## config.mk

```make
export PLATFORM = sky130hd
export DESIGN_NAME = bouncing_pulse_led_renderer
export DESIGN_NICKNAME = d
export VERILOG_FILES = /design/src/hdl/bpl_pkg.sv /design/src/hdl/bpl_pulse.sv /design/src/hdl/bpl_anim.sv /design/src/hdl/bouncing_pulse_led_renderer.sv
export SDC_FILE = /design/constraint.sdc
export NUM_CORES = 1
export LEC_CHECK = 0
export CAP_MARGIN = 40
export CELL_PAD_IN_SITES_DETAIL_PLACEMENT = 0
export CELL_PAD_IN_SITES_GLOBAL_PLACEMENT = 1
export CORE_AREA = 2 2 203 205
export DETAILED_ROUTE_END_ITERATION = 12
export DIE_AREA = 0 0 205 207
export DONT_BUFFER_PORTS = 1
export GPL_TIMING_DRIVEN = 0
export PLACE_DENSITY = 0.93
export SKIP_LAST_GASP = 1
export SLEW_MARGIN = 20
export SYNTH_ARGS = -nofsm -noshare
export SYNTH_HDL_FRONTEND = slang
export SYNTH_SLANG_ARGS = --single-unit
```

## constraint.sdc

```tcl
create_clock -name clk -period 40.4 [get_ports clk]
set_clock_uncertainty 0.15 [all_clocks]
set_input_delay 6.06 -clock clk [delete_from_list [all_inputs] [get_ports clk]]
set_output_delay 6.06 -clock clk [all_outputs]
set_load 0.005 [all_outputs]
```

## src/hdl/bpl_pkg.sv

```systemverilog
// Shared types and constants for the bouncing pulse LED renderer.
package bpl_pkg;

  localparam int PIXEL_COUNT = 64;
  localparam int RING_SPAN   = PIXEL_COUNT * 256;
  localparam int POS_W       = $clog2(RING_SPAN);
  localparam int SQ_W        = 2 * POS_W;
  localparam int FALL_SHIFT  = 11;
  localparam int FALL_W      = SQ_W - FALL_SHIFT;

  localparam logic [POS_W-1:0] MIRROR_RESET = POS_W'(RING_SPAN / 2);

  localparam int CFG_IDX_W  = 3;
  localparam int CFG_DATA_W = 9;

  localparam logic [7:0] SPAWN_CODE   = 8'hFF;
  localparam logic [1:0] REVERSE_CODE = 2'h3;

  typedef enum logic {
    OP_TICK  = 1'b0,
    OP_PIXEL = 1'b1
  } opcode_t;

  typedef enum logic [CFG_IDX_W-1:0] {
    REG_BRIGHTNESS   = 3'd0,
    REG_STEP_SIZE    = 3'd1,
    REG_HUE_DIVIDER  = 3'd2,
    REG_HUE_LIMIT    = 3'd3,
    REG_SPLIT_ENABLE = 3'd4
  } cfg_idx_t;

  typedef struct packed {
    logic [7:0] brightness;
    logic [7:0] step_size;
    logic [6:0] hue_divider;
    logic [8:0] hue_limit;
    logic       split_enable;
  } cfg_t;

  typedef struct packed {
    logic [POS_W-1:0] main_pos;
    logic [POS_W-1:0] mirror_pos;
    logic             mirror_act;
    logic             backward;
    logic [7:0]       hue;
    logic [6:0]       hue_cnt;
  } anim_state_t;

endpackage

```

## src/hdl/bpl_pulse.sv

```systemverilog
// Level that one pulse contributes to one pixel.
module bpl_pulse (
  input  logic [bpl_pkg::POS_W-1:0] pos,
  input  logic [5:0]                pixel_index,
  input  logic [7:0]                brightness,
  output logic [7:0]                level
);

  logic [bpl_pkg::POS_W-1:0]  pix_pos;
  logic [bpl_pkg::POS_W-1:0]  gap;
  logic [bpl_pkg::POS_W:0]    dist_alt;
  logic [bpl_pkg::POS_W-1:0]  dist_min;
  logic [bpl_pkg::SQ_W-1:0]   sq;
  logic [bpl_pkg::FALL_W-1:0] fall;

  always_comb begin
    pix_pos  = bpl_pkg::POS_W'({pixel_index, 8'h00});
    gap      = (pix_pos >= pos) ? (pix_pos - pos) : (pos - pix_pos);
    // Take the shorter way round the ring.
    dist_alt = (bpl_pkg::POS_W+1)'(bpl_pkg::RING_SPAN) - {1'b0, gap};
    dist_min = ({1'b0, gap} > dist_alt) ? dist_alt[bpl_pkg::POS_W-1:0] : gap;
    sq       = bpl_pkg::SQ_W'(dist_min) * bpl_pkg::SQ_W'(dist_min);
    fall     = sq[bpl_pkg::SQ_W-1:bpl_pkg::FALL_SHIFT];
    if (fall > bpl_pkg::FALL_W'(brightness)) begin
      level = 8'h00;
    end else begin
      level = brightness - fall[7:0];
    end
  end

endmodule

```

## src/hdl/bpl_anim.sv

```systemverilog
// Animation state: hue divider, reflection spawn and removal, pulse motion.
module bpl_anim (
  input  logic                  clk,
  input  logic                  rst_n,
  input  bpl_pkg::cfg_t         cfg,
  input  logic                  tick_en,
  input  logic [7:0]            rnd,
  output bpl_pkg::anim_state_t  st,
  output bpl_pkg::anim_state_t  st_nxt
);

  bpl_pkg::anim_state_t st_r;
  bpl_pkg::anim_state_t tick_st;
  logic [8:0]               hue_inc;
  logic [7:0]               hue_adv;
  logic [bpl_pkg::POS_W-1:0] mv_main;
  logic [bpl_pkg::POS_W-1:0] mv_mirror;

  function automatic logic [bpl_pkg::POS_W-1:0] ring_add(
    input logic [bpl_pkg::POS_W-1:0] p,
    input logic [7:0]                d
  );
    logic [bpl_pkg::POS_W:0] s;
    s = {1'b0, p} + (bpl_pkg::POS_W+1)'(d);
    if (s >= (bpl_pkg::POS_W+1)'(bpl_pkg::RING_SPAN)) begin
      s = s - (bpl_pkg::POS_W+1)'(bpl_pkg::RING_SPAN);
    end
    return s[bpl_pkg::POS_W-1:0];
  endfunction

  function automatic logic [bpl_pkg::POS_W-1:0] ring_sub(
    input logic [bpl_pkg::POS_W-1:0] p,
    input logic [7:0]                d
  );
    logic [bpl_pkg::POS_W:0] s;
    if ({1'b0, p} >= (bpl_pkg::POS_W+1)'(d)) begin
      s = {1'b0, p} - (bpl_pkg::POS_W+1)'(d);
    end else begin
      s = {1'b0, p} + (bpl_pkg::POS_W+1)'(bpl_pkg::RING_SPAN) - (bpl_pkg::POS_W+1)'(d);
    end
    return s[bpl_pkg::POS_W-1:0];
  endfunction

  always_comb begin
    hue_inc = {1'b0, st_r.hue} + 9'd1;
    hue_adv = (hue_inc >= cfg.hue_limit) ? 8'h00 : hue_inc[7:0];
    tick_st = st_r;

    if (cfg.split_enable) begin
      if (st_r.hue_cnt <= 7'd1) begin
        tick_st.hue_cnt = cfg.hue_divider;
        tick_st.hue     = hue_adv;
      end else begin
        tick_st.hue_cnt = st_r.hue_cnt - 7'd1;
      end
      if (!st_r.mirror_act) begin
        if (rnd == bpl_pkg::SPAWN_CODE) begin
          tick_st.mirror_act = 1'b1;
          tick_st.mirror_pos = st_r.main_pos;
        end
      end else if (st_r.main_pos == st_r.mirror_pos) begin
        tick_st.mirror_act = 1'b0;
        if (rnd[1:0] == bpl_pkg::REVERSE_CODE) begin
          tick_st.backward = !st_r.backward;
        end
      end
    end else begin
      tick_st.hue = hue_adv;
    end

    // The mirror always travels opposite to the main pulse.
    if (tick_st.backward) begin
      mv_main   = ring_sub(tick_st.main_pos, cfg.step_size);
      mv_mirror = ring_add(tick_st.mirror_pos, cfg.step_size);
    end else begin
      mv_main   = ring_add(tick_st.main_pos, cfg.step_size);
      mv_mirror = ring_sub(tick_st.mirror_pos, cfg.step_size);
    end
    tick_st.main_pos   = mv_main;
    tick_st.mirror_pos = mv_mirror;

    st_nxt = tick_en ? tick_st : st_r;
  end

  always_ff @(posedge clk) begin
    if (!rst_n) begin
      st_r.main_pos   <= '0;
      st_r.mirror_pos <= bpl_pkg::MIRROR_RESET;
      st_r.mirror_act <= 1'b1;
      st_r.backward   <= 1'b0;
      st_r.hue        <= 8'h00;
      st_r.hue_cnt    <= 7'd3;
    end else begin
      st_r <= st_nxt;
    end
  end

  assign st = st_r;

endmodule

```

## src/hdl/bouncing_pulse_led_renderer.sv

```systemverilog
// Two register stages, s1 and the output register; out_valid rises when the item leaves s1.
// Throughput: one item per cycle while out_ready is high; one pass against the animation state.
// Pixel reads use two 14 x 14 squarers in parallel, one per pulse.
// Reset (synchronous, rst_n low) empties both stages, loads the register defaults and
// returns the pulses, hue and divider to their start values.
module bouncing_pulse_led_renderer (
  input  logic                           clk,
  input  logic                           rst_n,
  input  logic                           in_valid,
  output logic                           in_ready,
  input  logic                           in_opcode,
  input  logic [5:0]                     in_pixel_index,
  input  logic [7:0]                     in_random_byte,
  output logic                           out_valid,
  input  logic                           out_ready,
  output logic [7:0]                     out_pixel_level,
  output logic [7:0]                     out_hue,
  output logic                           out_reflection_on,
  input  logic                           cfg_we,
  input  logic [bpl_pkg::CFG_IDX_W-1:0]  cfg_index,
  input  logic [bpl_pkg::CFG_DATA_W-1:0] cfg_wdata
);

  bpl_pkg::cfg_t        cfg_r;
  logic                 s1_vld_r;
  bpl_pkg::opcode_t     s1_op_r;
  logic [5:0]           s1_pix_r;
  logic [7:0]           s1_rnd_r;
  logic                 out_vld_r;
  logic [7:0]           level_r;
  logic [7:0]           hue_r;
  logic                 refl_r;

  logic                 out_load;
  logic                 s1_adv;
  logic                 tick_en;
  logic                 pix_ok;
  logic [7:0]           lvl_main;
  logic [7:0]           lvl_mirror;
  logic [7:0]           level_nxt;
  bpl_pkg::anim_state_t st;
  bpl_pkg::anim_state_t st_nxt;

  assign out_load = !out_vld_r || out_ready;
  assign s1_adv   = s1_vld_r && out_load;
  assign in_ready = !s1_vld_r || out_load;
  assign tick_en  = s1_adv && (s1_op_r == bpl_pkg::OP_TICK);

  always_ff @(posedge clk) begin
    if (!rst_n) begin
      cfg_r.brightness   <= 8'd0;
      cfg_r.step_size    <= 8'd8;
      cfg_r.hue_divider  <= 7'd3;
      cfg_r.hue_limit    <= 9'd256;
      cfg_r.split_enable <= 1'b1;
    end else if (cfg_we) begin
      case (bpl_pkg::cfg_idx_t'(cfg_index))
        bpl_pkg::REG_BRIGHTNESS:   cfg_r.brightness   <= cfg_wdata[7:0];
        bpl_pkg::REG_STEP_SIZE:    cfg_r.step_size    <= cfg_wdata[7:0];
        bpl_pkg::REG_HUE_DIVIDER:  cfg_r.hue_divider  <= cfg_wdata[6:0];
        bpl_pkg::REG_HUE_LIMIT:    cfg_r.hue_limit    <= cfg_wdata[8:0];
        bpl_pkg::REG_SPLIT_ENABLE: cfg_r.split_enable <= cfg_wdata[0];
        default: ;
      endcase
    end
  end

  bpl_anim u_anim (
    .clk     (clk),
    .rst_n   (rst_n),
    .cfg     (cfg_r),
    .tick_en (tick_en),
    .rnd     (s1_rnd_r),
    .st      (st),
    .st_nxt  (st_nxt)
  );

  bpl_pulse u_pulse_main (
    .pos         (st.main_pos),
    .pixel_index (s1_pix_r),
    .brightness  (cfg_r.brightness),
    .level       (lvl_main)
  );

  bpl_pulse u_pulse_mirror (
    .pos         (st.mirror_pos),
    .pixel_index (s1_pix_r),
    .brightness  (cfg_r.brightness),
    .level       (lvl_mirror)
  );

  always_comb begin
    pix_ok    = (32'(s1_pix_r) < 32'(bpl_pkg::PIXEL_COUNT));
    level_nxt = 8'h00;
    if (s1_op_r == bpl_pkg::OP_PIXEL && pix_ok) begin
      level_nxt = lvl_main;
      if (st.mirror_act && (lvl_mirror > lvl_main)) begin
        level_nxt = lvl_mirror;
      end
    end
  end

  always_ff @(posedge clk) begin
    if (!rst_n) begin
      s1_vld_r  <= 1'b0;
      out_vld_r <= 1'b0;
    end else begin
      if (in_ready) begin
        s1_vld_r <= in_valid;
      end
      if (out_load) begin
        out_vld_r <= s1_vld_r;
      end
    end
  end

  always_ff @(posedge clk) begin
    if (in_valid && in_ready) begin
      s1_op_r  <= bpl_pkg::opcode_t'(in_opcode);
      s1_pix_r <= in_pixel_index;
      s1_rnd_r <= in_random_byte;
    end
    if (s1_adv) begin
      level_r <= level_nxt;
      hue_r   <= st_nxt.hue;
      refl_r  <= st_nxt.mirror_act;
    end
  end

  assign out_valid         = out_vld_r;
  assign out_pixel_level   = level_r;
  assign out_hue           = hue_r;
  assign out_reflection_on = refl_r;

  // A tick transfer always reports a zero pixel level.
  a_tick_level_zero: assert property (@(posedge clk) disable iff (!rst_n)
    tick_en |=> (out_pixel_level == 8'h00))
    else $error("tick result carries a nonzero pixel level");

  // Pixel reads never disturb the animation state.
  a_pixel_keeps_state: assert property (@(posedge clk) disable iff (!rst_n)
    (s1_adv && s1_op_r == bpl_pkg::OP_PIXEL) |=> $stable(st))
    else $error("pixel read changed the animation state");

  // Both pulse positions stay on the ring.
  a_pos_in_ring: assert property (@(posedge clk) disable iff (!rst_n)
    (32'(st.main_pos) < 32'(bpl_pkg::RING_SPAN)) &&
    (32'(st.mirror_pos) < 32'(bpl_pkg::RING_SPAN)))
    else $error("pulse position left the ring");

  // The input side only stalls when both stages are full and the result is held.
  a_stall_cause: assert property (@(posedge clk) disable iff (!rst_n)
    !in_ready |-> (s1_vld_r && out_vld_r && !out_ready))
    else $error("input stalled without a held result");

endmodule

```

==> flow_summary_export.csv <==
group,metric,value,unit
clock_network,cts_max_path_buffers,2,
setup_path,worstSetupEndpointType,"flip-flop",
timing,period_needed,18.10,ns
floorplan,die_w,205,um
setup_path,crit_fanout,10,
logic_synthesis,ys_seq_area_share,11.7,%
routing,wl_per_cell,18.0,um
logic_synthesis,synth_warnings,0,
routing,drt_iter0_markers,1214,
clock_network,cts_hold_buf,0,
logic_synthesis,synthCells,2613,
logic_synthesis,synth-seq-cells,112,
setup_path,worst-r2r-cell-count,68,
floorplan,rows,74,
layout,nets,3198,
timing,setup_viol,0,
timing,finalCritPeriodShare,44.8,%
layout,fin_area,0.0229,mm2
run_status,outcome,"finished clean",
place,dpl.hpwl,47800,um
floorplan,io_pins,51,
timing,tightestPinTransition,0.867,ns
timing,fmax,55.3,MHz
min_path,min_path_type,"flip-flop to flip-flop",
logic_synthesis,synthTopCellsByArea,"fa_1 22%, ha_1 17%, dfxtp_1 7.3%, inv_1 7.0%, nand2_1 5.3%",
floorplan,core_area,0.0404,mm2
clock_network,numClockSinks,112,
global_route,grt_pass1_vias,18700,
place,portBuffers,0,
floorplan,die_y,207,um
logic_synthesis,synth.avg_cell_area,8.35,um2
layout,num_antenna_cells,0,
floorplan,dieArea,0.0424,mm2
logic_synthesis,synth_edf_count,32,
setup_path,crit_arrival,18.08,ns
routing,num_vias,18021,
place,gp_congestion,0.971,
timing,hold_viol,0,
layout,syn2layout_area_growth,4.75,%
clock_network,clkTransAtPathRegs,0.09,ns
clock_network,cts-root-buf,"clkbuf_16",
clock_network,post_cts_buffers,0,
clock_network,numCtsBuffers,9,
place,place_area,0.0225,mm2
layout,drive_gt1_share,4.03,%
global_route,grt_pass1_wl,94000,um
global_route,antenna_found_initial,0,
logic_synthesis,synth_flop_cell,"dfxtp_1",
layout,multiInputGateArea,0.0174,mm2
routing,route.detailed.drc,0,
logic_synthesis,synthMostInstantiatedCell,"inv_1",
clock_network,clkLatencyLatePin,0.37,ns
global_route,grtUsageTotal,27.5,%
layout,seq_area,0.00256,mm2
global_route,grt-ovfl-total,0,
timing,relSlewSlack,42.2,%
timing,slew_viol_final,0,
timing,rsz0062_at_grt,"no",
routing,vias_per_cell,5.69,
logic_synthesis,synthArstFlopShare,0,%
timing,setup-tns-final,0,ns
floorplan,start_util,54.1,%
logic_synthesis,synthTopCellsByCount,"405 x inv_1, 311 x nand2_1, 297 x ha_1",
global_route,met1_usage,35.6,%
routing,drt-pass1-iter-count,5,
flow_run,drv_cap,0,
global_route,grt_use_met3,4.75,%
clock_network,post_cts_resized,0,
global_route,grt.busiest_layer,"met2",
setup_path,slowest_delay,0.68,ns
global_route,grt_max_degree,25,
routing,postRouteWirelength,57100,um
logic_synthesis,synth_top_cell_area_share,22.1,%
clock_network,cts_tree,"built",
setup_path,critPathLaunchType,"flip-flop",
logic_synthesis,syn-cell-area,0.0218,mm2
clock_network,htree_levels,3,
setup_path,cpMaxStageDelayCell,"or4b_2",
logic_synthesis,synth.largest_area_cell,"fa_1",
layout,fill_cells,3738,
global_route,met2_usage,46.1,%
logic_synthesis,syn_nets,3183,
setup_path,crit_type,"flip-flop to flip-flop",
setup_path,cp_common_cell,"fa_1",
min_path,min_path_cells,2,
setup_path,worst_ep_required_time,40.38,ns
routing,antenna_left,0,
logic_synthesis,ys_types,96,
routing by layer:
| metal | share of wire (%) | vias to the layer above |
|---|---|---|
| li1 | - | 8659 |
| met1 | 43 | 8708 |
| met2 | 47 | 532 |
| met3 | 5.8 | 122 |
| met4 | 3.8 | 0 |
| met5 | 0 | - |
through the flow:
step           std cells  hold slack [ns]  utilization, %  worst slack [ns]
4_1_cts             3165            0.312            56.6             22.41
3_3_place_gp        3145            0.297            55.7             22.70
6_report            3165            0.313            56.6             22.30
5_1_grt             3165            0.336            56.6             21.09
3_5_place_dp        3149            0.300            55.8             22.47
2_1_floorplan       2613            0.284               -             25.33
layout make-up:
class                      instances  area share (%)
buffer                            90            1.65
multi-input combinational       2003            76.0
timing repair buffer               4           0.164
clock inverter                     7           0.427
tap                              532            2.91
sequential                       112            11.2
inverter                         408            6.70
clock buffer                       9           0.985
sequential cells by signal (all words and copies together), names as in the netlist:
name,flops
out_hue,8
u_anim.st,45
cfg_r,33
s1_op_r,1
out_pixel_level,8
s1_rnd_r,8
out_reflection_on,1
s1_pix_r,6
s1_vld_r,1
out_valid,1
kinds of logic after synthesis:
logic type | synth area share (%)
buffers and inverters | 8.74
XOR/XNOR | 5.42
flip-flops | 11.7
multiplexers | 3.02
AND/OR/NAND/NOR | 19.0
adder cells (fa/ha/maj) | 39.1
AO/OA/AOI/OAI | 13.0
worst max-delay path, delay by kind of cell (launching register included):
family / cells / cell delay [ns]
compound gates: 18 / 3.49
xor+xnor: 1 / 0.48
fa+ha+maj: 11 / 4.54
buf+inv: 12 / 2.85
flops: 1 / 0.39
mux: 2 / 0.79
simple gates: 24 / 5.16
worst paths after layout:
| kind | from | to | slack (ns) |
|---|---|---|---|
| min reg2reg | cfg_r[16] | cfg_r[16] | 0.31 |
| max reg2reg | u_anim.st[31] | out_pixel_level[2] | 22.30 |
| max | u_anim.st[31] | out_pixel_level[2] | 22.30 |
| min | cfg_r[16] | cfg_r[16] | 0.31 |
layout by cell type, fill, tap and decap left out, drive strengths merged, types with 27 or more instances in the layout:
master	instances
nand3	31
nor3	34
a21o	64
fa	241
a21oi	127
ha	297
nand2	311
edfxtp	32
nor2b	38
mux2	27
clkbuf	79
o21ai	80
nor2	172
dfxtp	80
nand2b	32
inv	412
mux2i	35
xnor2	91
xor2	44
and2	69
Power is left out: the tool's default activity adds up to more than one toggle a clock period on the data nets, which glitch-free logic cannot reach.
